`config.mk`:
```
export PLATFORM = sky130hd
export DESIGN_NAME = arp_cache_table_core_flat
export DESIGN_NICKNAME = d
export VERILOG_FILES = /design/src/design/arpc_pkg.sv /design/src/design/arpc_ifs.sv /design/src/design/arpc_slot_ram.sv /design/src/design/arp_cache_table_core.sv /design/src/flat_wrapper.sv
export VERILOG_INCLUDE_DIRS = /design/src /design/src/design
export SDC_FILE = /design/constraint.sdc
export NUM_CORES = 2
export LEC_CHECK = 0
export BUFFER_PORTS_ARGS = -buffer_cell sky130_fd_sc_hd__clkbuf_2
export CELL_PAD_IN_SITES_DETAIL_PLACEMENT = 0
export CELL_PAD_IN_SITES_GLOBAL_PLACEMENT = 1
export CORE_UTILIZATION = 54
export DETAILED_ROUTE_END_ITERATION = 16
export PLACE_DENSITY = 0.79
export SYNTH_ARGS = -nofsm -noshare
export SYNTH_HDL_FRONTEND = slang
export SYNTH_SLANG_ARGS = --single-unit
```
`constraint.sdc`:
```
create_clock -name clk_i -period 10.35 [get_ports clk_i]
set_input_delay 1.5525 -clock clk_i [delete_from_list [all_inputs] [get_ports clk_i]]
set_output_delay 1.5525 -clock clk_i [all_outputs]
set_load 0.02 [all_outputs]
```
`src/design/arp_cache_table_core_assert.svh`:
```
// assertion macros for the address cache rtl
// used by design/arp_cache_table_core.sv; no other dependencies
`ifndef ARP_CACHE_TABLE_CORE_ASSERT_SVH
`define ARP_CACHE_TABLE_CORE_ASSERT_SVH
`ifndef SYNTH
// property must hold at every clock edge outside reset
`define ARPC_ASSERT(lbl, clk, rstn, prop) \
  lbl: assert property (@(posedge clk) disable iff (!(rstn)) (prop)) \
    else $error("arp cache assertion failed");
// expression must never be true outside reset
`define ARPC_ASSERT_NEVER(lbl, clk, rstn, expr) \
  lbl: assert property (@(posedge clk) disable iff (!(rstn)) !(expr)) \
    else $error("arp cache forbidden condition seen");
`else
`define ARPC_ASSERT(lbl, clk, rstn, prop)
`define ARPC_ASSERT_NEVER(lbl, clk, rstn, expr)
`endif
`endif

```
`src/design/arpc_pkg.sv`:
```
// shared types and constants for the address cache
// no dependencies; imported by arpc_slot_ram.sv and arp_cache_table_core.sv
`default_nettype none

package arpc_pkg;

  localparam int unsigned IpW      = 32;
  localparam int unsigned MacW     = 48;
  localparam int unsigned CountW   = 5;
  // address width that covers the largest supported table (256 slots)
  localparam int unsigned SlotIdxW = 8;

  localparam logic [CountW-1:0] CountMax     = '1;
  localparam logic [MacW-1:0]   BroadcastMac = {6{8'hFF}};

  // command codes on the request channel
  typedef enum logic [1:0] {
    CMD_LOOKUP       = 2'd0,
    CMD_MARK_PENDING = 2'd1,
    CMD_INSERT       = 2'd2,
    CMD_FLUSH        = 2'd3
  } cmd_e;

  // slot states as stored in the memory
  typedef enum logic [1:0] {
    SLOT_EMPTY    = 2'd0,
    SLOT_PENDING  = 2'd1,
    SLOT_RESOLVED = 2'd2
  } slot_state_e;

  // controller states
  typedef enum logic [1:0] {
    ST_IDLE,
    ST_SCAN,
    ST_UPDATE,
    ST_FINISH
  } fsm_state_e;

  // one memory word
  typedef struct packed {
    slot_state_e          state;
    logic [IpW-1:0]       ip;
    logic [MacW-1:0]      mac;
  } slot_word_t;

  // request from the controller to the slot memory
  typedef struct packed {
    logic                 rd_en;
    logic [SlotIdxW-1:0]  rd_addr;
    logic                 wr_en;
    logic [SlotIdxW-1:0]  wr_addr;
    slot_word_t           wr_data;
    logic                 clear;
  } ram_req_t;

endpackage

`default_nettype wire

```
`src/design/arpc_ifs.sv`:
```
// valid/ready channel interfaces for the address cache
// request channel and response channel; no dependencies
`default_nettype none

interface arpc_cmd_if;
  logic        valid;
  logic        ready;
  logic [1:0]  cmd;
  logic [31:0] ip;
  logic [47:0] mac;

  modport source (output valid, output cmd, output ip, output mac, input ready);
  modport sink   (input valid, input cmd, input ip, input mac, output ready);
endinterface

interface arpc_rsp_if;
  logic        valid;
  logic        ready;
  logic        hit;
  logic [47:0] mac_out;
  logic [4:0]  entry_count;

  modport source (output valid, output hit, output mac_out, output entry_count,
                  input ready);
  modport sink   (input valid, input hit, input mac_out, input entry_count,
                  output ready);
endinterface

`default_nettype wire

```
`src/design/arpc_slot_ram.sv`:
```
// slot memory: ip, mac and state words with a registered read
// per-slot written flags make unwritten slots read as empty; uses arpc_pkg
`default_nettype none

module arpc_slot_ram
  import arpc_pkg::*;
#(
  parameter int unsigned Entries = 16
) (
  input  wire logic       clk_i,
  input  wire logic       rst_ni,
  input  wire ram_req_t   req_i,
  output slot_word_t      rd_slot_o
);

  localparam int unsigned AW = (Entries > 1) ? $clog2(Entries) : 1;

  slot_word_t             mem [Entries];
  logic [Entries-1:0]     written_q;
  slot_word_t             rdata_q;
  logic                   rwritten_q;

  // memory array: one write port, one registered read port
  always_ff @(posedge clk_i) begin
    if (req_i.wr_en) begin
      mem[req_i.wr_addr[AW-1:0]] <= req_i.wr_data;
    end
    if (req_i.rd_en) begin
      rdata_q <= mem[req_i.rd_addr[AW-1:0]];
    end
  end

  // written flags, cleared all at once by reset or flush
  always_ff @(posedge clk_i or negedge rst_ni) begin
    if (!rst_ni) begin
      written_q  <= '0;
      rwritten_q <= 1'b0;
    end else begin
      if (req_i.clear) begin
        written_q <= '0;
      end else if (req_i.wr_en) begin
        written_q[req_i.wr_addr[AW-1:0]] <= 1'b1;
      end
      if (req_i.rd_en) begin
        rwritten_q <= written_q[req_i.rd_addr[AW-1:0]];
      end
    end
  end

  // a slot never written since flush reads as empty
  always_comb begin
    rd_slot_o = rdata_q;
    if (!rwritten_q) begin
      rd_slot_o.state = SLOT_EMPTY;
    end
  end

endmodule

`default_nettype wire

```
`src/design/arp_cache_table_core.sv`:
```
// top level of the ip-to-mac address cache: controller, scan and result register
// depends on arpc_pkg, arpc_ifs.sv, arpc_slot_ram and arp_cache_table_core_assert.svh
//
//   port     dir  kind               payload
//   cmd_i    in   arpc_cmd_if.sink   cmd, ip, mac
//   rsp_o    out  arpc_rsp_if.source hit, mac_out, entry_count
//
// lookup, mark pending and insert sweep every slot before the result register loads;
// flush skips the sweep. The read sweep goes over the slot memory one slot per cycle
// through its single read port.
// One command is in work at a time; a result waiting in the output register
// does not stop the next command from being accepted.
// Reset and flush empty the table at once through per-slot written flags.
`default_nettype none

`include "arp_cache_table_core_assert.svh"

module arp_cache_table_core
  import arpc_pkg::*;
#(
  parameter int unsigned CACHE_ENTRIES = 16
) (
  input  wire logic  clk_i,
  input  wire logic  rst_ni,
  arpc_cmd_if.sink   cmd_i,
  arpc_rsp_if.source rsp_o
);

  localparam int unsigned AW = (CACHE_ENTRIES > 1) ? $clog2(CACHE_ENTRIES) : 1;
  localparam logic [AW-1:0] LastIdx = AW'(CACHE_ENTRIES - 1);

  fsm_state_e          state_q, state_d;
  cmd_e                cmd_q;
  logic [IpW-1:0]      ip_q;
  logic [MacW-1:0]     mac_q;
  logic                issue_q;
  logic [AW-1:0]       idx_q;
  logic                rvalid_q;
  logic [AW-1:0]       ridx_q;
  logic                have_live_q;
  logic [AW-1:0]       live_idx_q;
  logic                live_res_q;
  logic                have_empty_q;
  logic [AW-1:0]       empty_idx_q;
  logic                have_hit_q;
  logic [MacW-1:0]     hit_mac_q;
  logic [CountW-1:0]   count_q, count_d;
  logic                out_valid_q;
  logic                out_hit_q;
  logic [MacW-1:0]     out_mac_q;
  logic [CountW-1:0]   out_count_q;

  logic                accept;
  logic                out_load;
  logic                mac_ok;
  logic                ip_match;
  ram_req_t            req;
  slot_word_t          rd_slot;

  arpc_slot_ram #(
    .Entries(CACHE_ENTRIES)
  ) u_slot_ram (
    .clk_i    (clk_i),
    .rst_ni   (rst_ni),
    .req_i    (req),
    .rd_slot_o(rd_slot)
  );

  assign cmd_i.ready = (state_q == ST_IDLE);
  assign accept      = cmd_i.valid && cmd_i.ready;
  assign mac_ok      = (mac_q != '0) && (mac_q != BroadcastMac);
  assign ip_match    = (rd_slot.ip == ip_q);

  // next state, memory requests and counter update
  always_comb begin
    state_d  = state_q;
    count_d  = count_q;
    out_load = 1'b0;
    req      = '0;
    unique case (state_q)
      ST_IDLE: begin
        if (accept) begin
          if (cmd_e'(cmd_i.cmd) == CMD_FLUSH) begin
            req.clear = 1'b1;
            count_d   = '0;
            state_d   = ST_FINISH;
          end else begin
            state_d = ST_SCAN;
          end
        end
      end
      ST_SCAN: begin
        req.rd_en   = issue_q;
        req.rd_addr = SlotIdxW'(idx_q);
        if (rvalid_q && (ridx_q == LastIdx)) begin
          state_d = ST_UPDATE;
        end
      end
      ST_UPDATE: begin
        req.wr_data.ip    = ip_q;
        req.wr_data.mac   = mac_q;
        req.wr_data.state = SLOT_RESOLVED;
        unique case (cmd_q)
          CMD_MARK_PENDING: begin
            if (!have_live_q && have_empty_q) begin
              req.wr_en         = 1'b1;
              req.wr_addr       = SlotIdxW'(empty_idx_q);
              req.wr_data.mac   = '0;
              req.wr_data.state = SLOT_PENDING;
            end
          end
          CMD_INSERT: begin
            if (mac_ok) begin
              req.wr_en = 1'b1;
              if (have_live_q) begin
                req.wr_addr = SlotIdxW'(live_idx_q);
                if (!live_res_q && (count_q != CountMax)) begin
                  count_d = count_q + 1'b1;
                end
              end else if (have_empty_q) begin
                req.wr_addr = SlotIdxW'(empty_idx_q);
                if (count_q != CountMax) begin
                  count_d = count_q + 1'b1;
                end
              end else begin
                // full table: slot 0 is overwritten, count stays
                req.wr_addr = '0;
              end
            end
          end
          default: begin
          end
        endcase
        state_d = ST_FINISH;
      end
      ST_FINISH: begin
        if (!out_valid_q || rsp_o.ready) begin
          out_load = 1'b1;
          state_d  = ST_IDLE;
        end
      end
      default: begin
        state_d = ST_IDLE;
      end
    endcase
  end

  // state and counter registers
  always_ff @(posedge clk_i or negedge rst_ni) begin
    if (!rst_ni) begin
      state_q <= ST_IDLE;
      count_q <= '0;
    end else begin
      state_q <= state_d;
      count_q <= count_d;
    end
  end

  // command capture and sweep bookkeeping
  always_ff @(posedge clk_i or negedge rst_ni) begin
    if (!rst_ni) begin
      issue_q      <= 1'b0;
      idx_q        <= '0;
      rvalid_q     <= 1'b0;
      ridx_q       <= '0;
      have_live_q  <= 1'b0;
      have_empty_q <= 1'b0;
      have_hit_q   <= 1'b0;
      cmd_q        <= CMD_LOOKUP;
    end else begin
      rvalid_q <= (state_q == ST_SCAN) && issue_q;
      ridx_q   <= idx_q;
      if (accept) begin
        cmd_q        <= cmd_e'(cmd_i.cmd);
        issue_q      <= (cmd_e'(cmd_i.cmd) != CMD_FLUSH);
        idx_q        <= '0;
        have_live_q  <= 1'b0;
        have_empty_q <= 1'b0;
        have_hit_q   <= 1'b0;
      end else if ((state_q == ST_SCAN) && issue_q) begin
        if (idx_q == LastIdx) begin
          issue_q <= 1'b0;
        end else begin
          idx_q <= idx_q + 1'b1;
        end
      end
      // keep the lowest slot of each kind as read data returns
      if (rvalid_q) begin
        if (!have_live_q && (rd_slot.state != SLOT_EMPTY) && ip_match) begin
          have_live_q <= 1'b1;
        end
        if (!have_empty_q && (rd_slot.state == SLOT_EMPTY)) begin
          have_empty_q <= 1'b1;
        end
        if (!have_hit_q && (rd_slot.state == SLOT_RESOLVED) && ip_match) begin
          have_hit_q <= 1'b1;
        end
      end
    end
  end

  // payload of the sweep, no reset needed
  always_ff @(posedge clk_i) begin
    if (accept) begin
      ip_q  <= cmd_i.ip;
      mac_q <= cmd_i.mac;
    end
    if (rvalid_q) begin
      if (!have_live_q && (rd_slot.state != SLOT_EMPTY) && ip_match) begin
        live_idx_q <= ridx_q;
        live_res_q <= (rd_slot.state == SLOT_RESOLVED);
      end
      if (!have_empty_q && (rd_slot.state == SLOT_EMPTY)) begin
        empty_idx_q <= ridx_q;
      end
      if (!have_hit_q && (rd_slot.state == SLOT_RESOLVED) && ip_match) begin
        hit_mac_q <= rd_slot.mac;
      end
    end
  end

  // output register for the response transaction
  always_ff @(posedge clk_i or negedge rst_ni) begin
    if (!rst_ni) begin
      out_valid_q <= 1'b0;
    end else if (out_load) begin
      out_valid_q <= 1'b1;
    end else if (rsp_o.ready) begin
      out_valid_q <= 1'b0;
    end
  end

  always_ff @(posedge clk_i) begin
    if (out_load) begin
      out_hit_q   <= (cmd_q == CMD_LOOKUP) && have_hit_q;
      out_mac_q   <= ((cmd_q == CMD_LOOKUP) && have_hit_q) ? hit_mac_q : '0;
      out_count_q <= count_q;
    end
  end

  assign rsp_o.valid       = out_valid_q;
  assign rsp_o.hit         = out_hit_q;
  assign rsp_o.mac_out     = out_mac_q;
  assign rsp_o.entry_count = out_count_q;

  // checks
  `ARPC_ASSERT(a_accept_no_read_inflight, clk_i, rst_ni, accept |-> !rvalid_q && !issue_q)
  `ARPC_ASSERT_NEVER(a_no_write_in_sweep, clk_i, rst_ni, req.wr_en && (state_q != ST_UPDATE))
  `ARPC_ASSERT(a_hit_has_mac, clk_i, rst_ni, (rsp_o.valid && rsp_o.hit) |-> (rsp_o.mac_out != '0))
  `ARPC_ASSERT(a_update_then_finish, clk_i, rst_ni, (state_q == ST_UPDATE) |=> (state_q == ST_FINISH))

endmodule

`default_nettype wire

```
`src/flat_wrapper.sv`:
```
// flat-port wrapper written by rule: the top's interface ports become plain ports
module arp_cache_table_core_flat import arpc_pkg::*;
#(
  parameter int unsigned CACHE_ENTRIES = 16
)
  (clk_i, rst_ni, cmd_i_valid, cmd_i_cmd, cmd_i_ip, cmd_i_mac, cmd_i_ready, rsp_o_valid, rsp_o_hit, rsp_o_mac_out, rsp_o_entry_count, rsp_o_ready);
  arpc_cmd_if cmd_i_i ();
  arpc_rsp_if rsp_o_i ();
  input  wire logic clk_i;
  input  wire logic rst_ni;
  input wire logic [$bits(cmd_i_i.valid)-1:0] cmd_i_valid;
  input wire logic [$bits(cmd_i_i.cmd)-1:0] cmd_i_cmd;
  input wire logic [$bits(cmd_i_i.ip)-1:0] cmd_i_ip;
  input wire logic [$bits(cmd_i_i.mac)-1:0] cmd_i_mac;
  output wire logic [$bits(cmd_i_i.ready)-1:0] cmd_i_ready;
  output wire logic [$bits(rsp_o_i.valid)-1:0] rsp_o_valid;
  output wire logic [$bits(rsp_o_i.hit)-1:0] rsp_o_hit;
  output wire logic [$bits(rsp_o_i.mac_out)-1:0] rsp_o_mac_out;
  output wire logic [$bits(rsp_o_i.entry_count)-1:0] rsp_o_entry_count;
  input wire logic [$bits(rsp_o_i.ready)-1:0] rsp_o_ready;
  assign cmd_i_i.valid = cmd_i_valid;
  assign cmd_i_i.cmd = cmd_i_cmd;
  assign cmd_i_i.ip = cmd_i_ip;
  assign cmd_i_i.mac = cmd_i_mac;
  assign cmd_i_ready = cmd_i_i.ready;
  assign rsp_o_valid = rsp_o_i.valid;
  assign rsp_o_hit = rsp_o_i.hit;
  assign rsp_o_mac_out = rsp_o_i.mac_out;
  assign rsp_o_entry_count = rsp_o_i.entry_count;
  assign rsp_o_i.ready = rsp_o_ready;
  arp_cache_table_core #(.CACHE_ENTRIES(CACHE_ENTRIES)) u_core (.clk_i(clk_i), .rst_ni(rst_ni), .cmd_i(cmd_i_i), .rsp_o(rsp_o_i));
endmodule
```
==> flow_results.xml <==
<?xml version="1.0" encoding="UTF-8"?>
<metrics>
  <group name="status">
    <metric name="status" unit="">finished, final reports clean</metric>
  </group>
  <group name="clocking">
    <metric name="cts-root-buf" unit="">sky130_fd_sc_hd__clkbuf_16</metric>
    <metric name="postCtsSetupBuffers" unit="">0</metric>
    <metric name="numCtsBuffers" unit="">163</metric>
    <metric name="path_clk_slew" unit="ns">0.06</metric>
    <metric name="clk_sinks" unit="">1625</metric>
    <metric name="htree_levels" unit="">4</metric>
    <metric name="cts_resized" unit="">0</metric>
    <metric name="tritoncts_clock_tree" unit="">done</metric>
    <metric name="clkLatencyLatePin" unit="ns">0.77</metric>
    <metric name="clock_path_buffers" unit="">3</metric>
    <metric name="cts_hold_repair.buffers" unit="">0</metric>
  </group>
  <group name="die">
    <metric name="floorplan.die.width" unit="um">344</metric>
    <metric name="io_pins" unit="">142</metric>
    <metric name="starting_density_of_the_core" unit="">0.548</metric>
    <metric name="floorplan.die.height" unit="um">344</metric>
    <metric name="placeableCoreArea" unit="um2">115000</metric>
    <metric name="placement_rows" unit="">124</metric>
    <metric name="full_die_area" unit="um2">118000</metric>
  </group>
  <group name="detailed_routing">
    <metric name="drc_errors" unit="">0</metric>
    <metric name="ant_nets" unit="">0</metric>
    <metric name="dr_total_vias" unit="">34300</metric>
    <metric name="post_drt_wl_per_cell" unit="um">30.2</metric>
    <metric name="1st_iter_drt_viols" unit="">4105</metric>
    <metric name="first_pass_iteration_count_of_the_detailed_router" unit="">6</metric>
    <metric name="via_count_normalized_by_instance_count" unit="">6.49</metric>
    <metric name="totalWireLength" unit="um">159000</metric>
  </group>
  <group name="cells_and_area">
    <metric name="layout_cells_sized_above_1" unit="">0.257</metric>
    <metric name="number_of_nets_in_the_final_layout" unit="">3738</metric>
    <metric name="layout.core_utilization" unit="">0.613</metric>
    <metric name="final_cells" unit="">5280</metric>
    <metric name="syn_to_final_growth" unit="%">11.8</metric>
  </group>
  <group name="placement">
    <metric name="hpwl" unit="um">79300</metric>
    <metric name="dp.cells" unit="">4989</metric>
    <metric name="io_buffer_count" unit="">141</metric>
    <metric name="routability_cong" unit="">0.823</metric>
  </group>
  <group name="critical_path">
    <metric name="ff2ff_path_depth" unit="">7</metric>
    <metric name="crit_path_top_delay_cell" unit="">sky130_fd_sc_hd__nor2_4</metric>
    <metric name="path_max_fanout" unit="">53</metric>
    <metric name="critical_path.max_stage_delay" unit="ns">0.94</metric>
    <metric name="setup.worst_path.end_class" unit="">flop</metric>
    <metric name="timing.rr.start" unit="">u_core.mac_q[41]</metric>
    <metric name="worst_setup_path_class" unit="">flop to flop</metric>
    <metric name="cp.buffers_inverters" unit="">1</metric>
    <metric name="critical_path.reg2reg.endpoint" unit="">u_core.u_slot_ram.mem[13][67]</metric>
    <metric name="worst_ep_arrival_time" unit="ns">5.41</metric>
    <metric name="crit_family" unit="">simple AND/OR/NAND/NOR gates</metric>
    <metric name="ff2ff_setup_slack" unit="ns">5.31</metric>
    <metric name="worstSetupStartpointType" unit="">flop</metric>
    <metric name="cp_cell_sequence" unit="">nor4_1 -&gt; nand4_1 -&gt; or3_1 -&gt; nand2_4 -&gt; o211ai_2 -&gt; nor2_4 -&gt; buf_4</metric>
    <metric name="critPathRequiredTime" unit="ns">10.72</metric>
  </group>
  <group name="sta">
    <metric name="worst_pin_slew" unit="ns">1.26</metric>
    <metric name="layout_min_cycle_time" unit="ns">5.04</metric>
    <metric name="fin_skew" unit="ns">0.0310</metric>
    <metric name="finalSetupViolations" unit="">0</metric>
    <metric name="max-slew-margin-rel" unit="">0.163</metric>
    <metric name="final_tns_setup" unit="ns">0</metric>
    <metric name="timing.fmax" unit="GHz">0.198</metric>
    <metric name="final.period_utilization" unit="">0.487</metric>
    <metric name="hold_violations" unit="">0</metric>
    <metric name="rsz0062_at_grt" unit="">no</metric>
    <metric name="maxSlewViolCount" unit="">0</metric>
  </group>
  <group name="power">
    <metric name="worst_ir_drop_vdd" unit="uV">276</metric>
    <metric name="finalPower" unit="mW">17.9</metric>
    <metric name="power.leakage" unit="nW">23.1</metric>
    <metric name="pwr_density_cell" unit="nW/um2">254</metric>
  </group>
  <group name="hold_path">
    <metric name="worstHoldPathCells" unit="">0</metric>
    <metric name="timing.hold.worst_endpoint" unit="">u_core.hit_mac_q[30]</metric>
    <metric name="min_path_type" unit="">flop to flop</metric>
    <metric name="worst_hold_startpoint" unit="">u_core.u_slot_ram.rd_slot_o[30]</metric>
  </group>
  <group name="flow_run">
    <metric name="max_cap_check_violation_count" unit="">0</metric>
  </group>
  <group name="grt">
    <metric name="first_global_vias" unit="">33900</metric>
    <metric name="grt_pass1_wl" unit="um">229000</metric>
    <metric name="gr-max-usage-layer" unit="">met2</metric>
    <metric name="grt_total_ovfl" unit="">0</metric>
    <metric name="globalRouteMet2Util" unit="">0.421</metric>
    <metric name="global_route.usage.met1" unit="">0.367</metric>
    <metric name="gr-usage-all-layers" unit="">0.269</metric>
    <metric name="grt_antenna_before_repair" unit="">6</metric>
    <metric name="grt_start_max_net_pins" unit="">160</metric>
    <metric name="global_route.usage.met3" unit="">0.0749</metric>
  </group>
  <group name="synthesis">
    <metric name="synth.lib_cells_used.distinct" unit="">60</metric>
    <metric name="synthTopCellsByCount" unit="">sky130_fd_sc_hd__edfxtp_1 (1,585), sky130_fd_sc_hd__mux2_2 (492), sky130_fd_sc_hd__nand2_1 (205)</metric>
    <metric name="synthDominantCellAreaShare" unit="">0.755</metric>
    <metric name="synthesis.instances" unit="">3514</metric>
    <metric name="ys_dominant_reg_cell" unit="">sky130_fd_sc_hd__edfxtp_1</metric>
    <metric name="post_synth_main_area_contributors" unit="">sky130_fd_sc_hd__edfxtp_1 (76%), sky130_fd_sc_hd__mux2_2 (8.8%), sky130_fd_sc_hd__a221oi_1 (2.3%), sky130_fd_sc_hd__a22oi_1 (2.0%), sky130_fd_sc_hd__dfrtp_1 (1.6%)</metric>
    <metric name="synth_top_cell_by_area" unit="">sky130_fd_sc_hd__edfxtp_1</metric>
    <metric name="syn_area" unit="um2">63000</metric>
    <metric name="ff_latch_count_synth" unit="">1625</metric>
    <metric name="seq_area_frac_synth" unit="">0.771</metric>
    <metric name="post-synth-top-count-cell" unit="">sky130_fd_sc_hd__edfxtp_1</metric>
    <metric name="synth_fp_nets" unit="">3610</metric>
    <metric name="yosysWarnings" unit="">0</metric>
    <metric name="synth_enable_flop_cells" unit="">1585</metric>
    <metric name="postSynthAreaPerCell" unit="um2">17.9</metric>
    <metric name="asyncSetResetFlopFracSynth" unit="">0.0246</metric>
  </group>
</metrics>
layout by cell type (no fill, tap or decap), drive strengths merged, types with 8 or more instances in the layout:
master and n:
edfxtp 1585, mux2 493, clkbuf 342, nand2 206, a22oi 167, a221oi 164, a21oi 89, and2 89
a221o 82, o32ai 82, clkinv 70, buf 61, and3 53, dfrtp 40, xor2 33, nor2 27
nor4 22, nand4 21, inv 18, o21ai 13, nand3 12, o31ai 12, ha 10, bufinv 9
nor3 8
power breakdown:
| group | switching [mW] | internal (mW) | leakage [nW] |
|---|---|---|---|
| logic | 2.54 | 1.25 | 5.50 |
| registers | 0.295 | 8.17 | 15.1 |
| clock network | 2.43 | 3.19 | 2.49 |
| total | 5.27 | 12.6 | 23.1 |
worst max path at each step:
stage                       from                             to  cells after the start
2_1_floorplan  u_core.state_q[0]    u_core.u_slot_ram.mem[3][0]                      6
3_3_place_gp    u_core.mac_q[41]  u_core.u_slot_ram.mem[13][63]                      7
3_5_place_dp    u_core.mac_q[41]  u_core.u_slot_ram.mem[13][50]                      7
4_1_cts         u_core.mac_q[41]  u_core.u_slot_ram.mem[13][75]                      7
5_1_grt         u_core.mac_q[41]  u_core.u_slot_ram.mem[13][75]                      7
6_report        u_core.mac_q[41]  u_core.u_slot_ram.mem[13][67]                      7
metrics by stage:
stage / hold WS [ns] / setup slack, ns / area (um2)
floorplan: 0.352 / 2.14 / 63000
global placement: 0.401 / 5.45 / 65400
detailed placement: 0.405 / 5.38 / 65400
CTS: 0.415 / 5.37 / 70500
global route: 0.417 / 5.28 / 70500
finish: 0.417 / 5.31 / 70500
metal layers:
layer | vias up | wire [um]
met4 | 4 | 4210
met5 | - | 25
met3 | 242 | 15600
met2 | 1773 | 74900
li1 | 14600 | -
met1 | 17700 | 64600
layout make-up:
type | instances | area (um2)
Tap cell | 1512 | 1890
Multi-Input combinational cell | 1640 | 13700
Timing Repair Buffer | 202 | 1200
Clock inverter | 88 | 718
Fill cell | 8163 | 44500
Sequential cell | 1625 | 48600
Clock buffer | 201 | 4330
Antenna cell | 2 | 5.00
Inverter | 10 | 45.0
sequential cells by signal, indices dropped and copies added (netlist names), 2 cells and up:
name,flops
u_core.empty_idx_q,4
u_core.u_slot_ram.rdata_q,2
u_core.cmd_q,2
u_core.hit_mac_q,48
u_core.rsp_o.entry_count,5
u_core.u_slot_ram.rd_slot_o,80
u_core.live_idx_q,4
u_core.state_q,2
u_core.rsp_o.mac_out,48
u_core.idx_q,4
u_core.count_q,5
u_core.mac_q,48
u_core.u_slot_ram.mem,1312
u_core.ip_q,32
u_core.ridx_q,4
u_core.u_slot_ram.written_q,16
worst reg2reg max path, delay by kind of cell, from the launching register on:
family | cells | cell delay (ns)
flops | 1 | 0.41
simple gates | 5 | 2.95
compound gates | 1 | 0.26
buf+inv | 1 | 0.95
cells by family (layout without fill, tap and decap cells):
kind of cell,count (synthesis),count (layout),synth area share
AO/OA/AOI/OAI,644,644,0.0818
other,0,2,0
buffers and inverters,249,501,0.0154
flip-flops,1625,1625,0.771
XOR/XNOR,35,35,0.00486
AND/OR/NAND/NOR,454,454,0.0359
multiplexers,497,497,0.0891
adder cells (fa/ha/maj),10,10,0.00198
(Power assumes the default switching activity.)
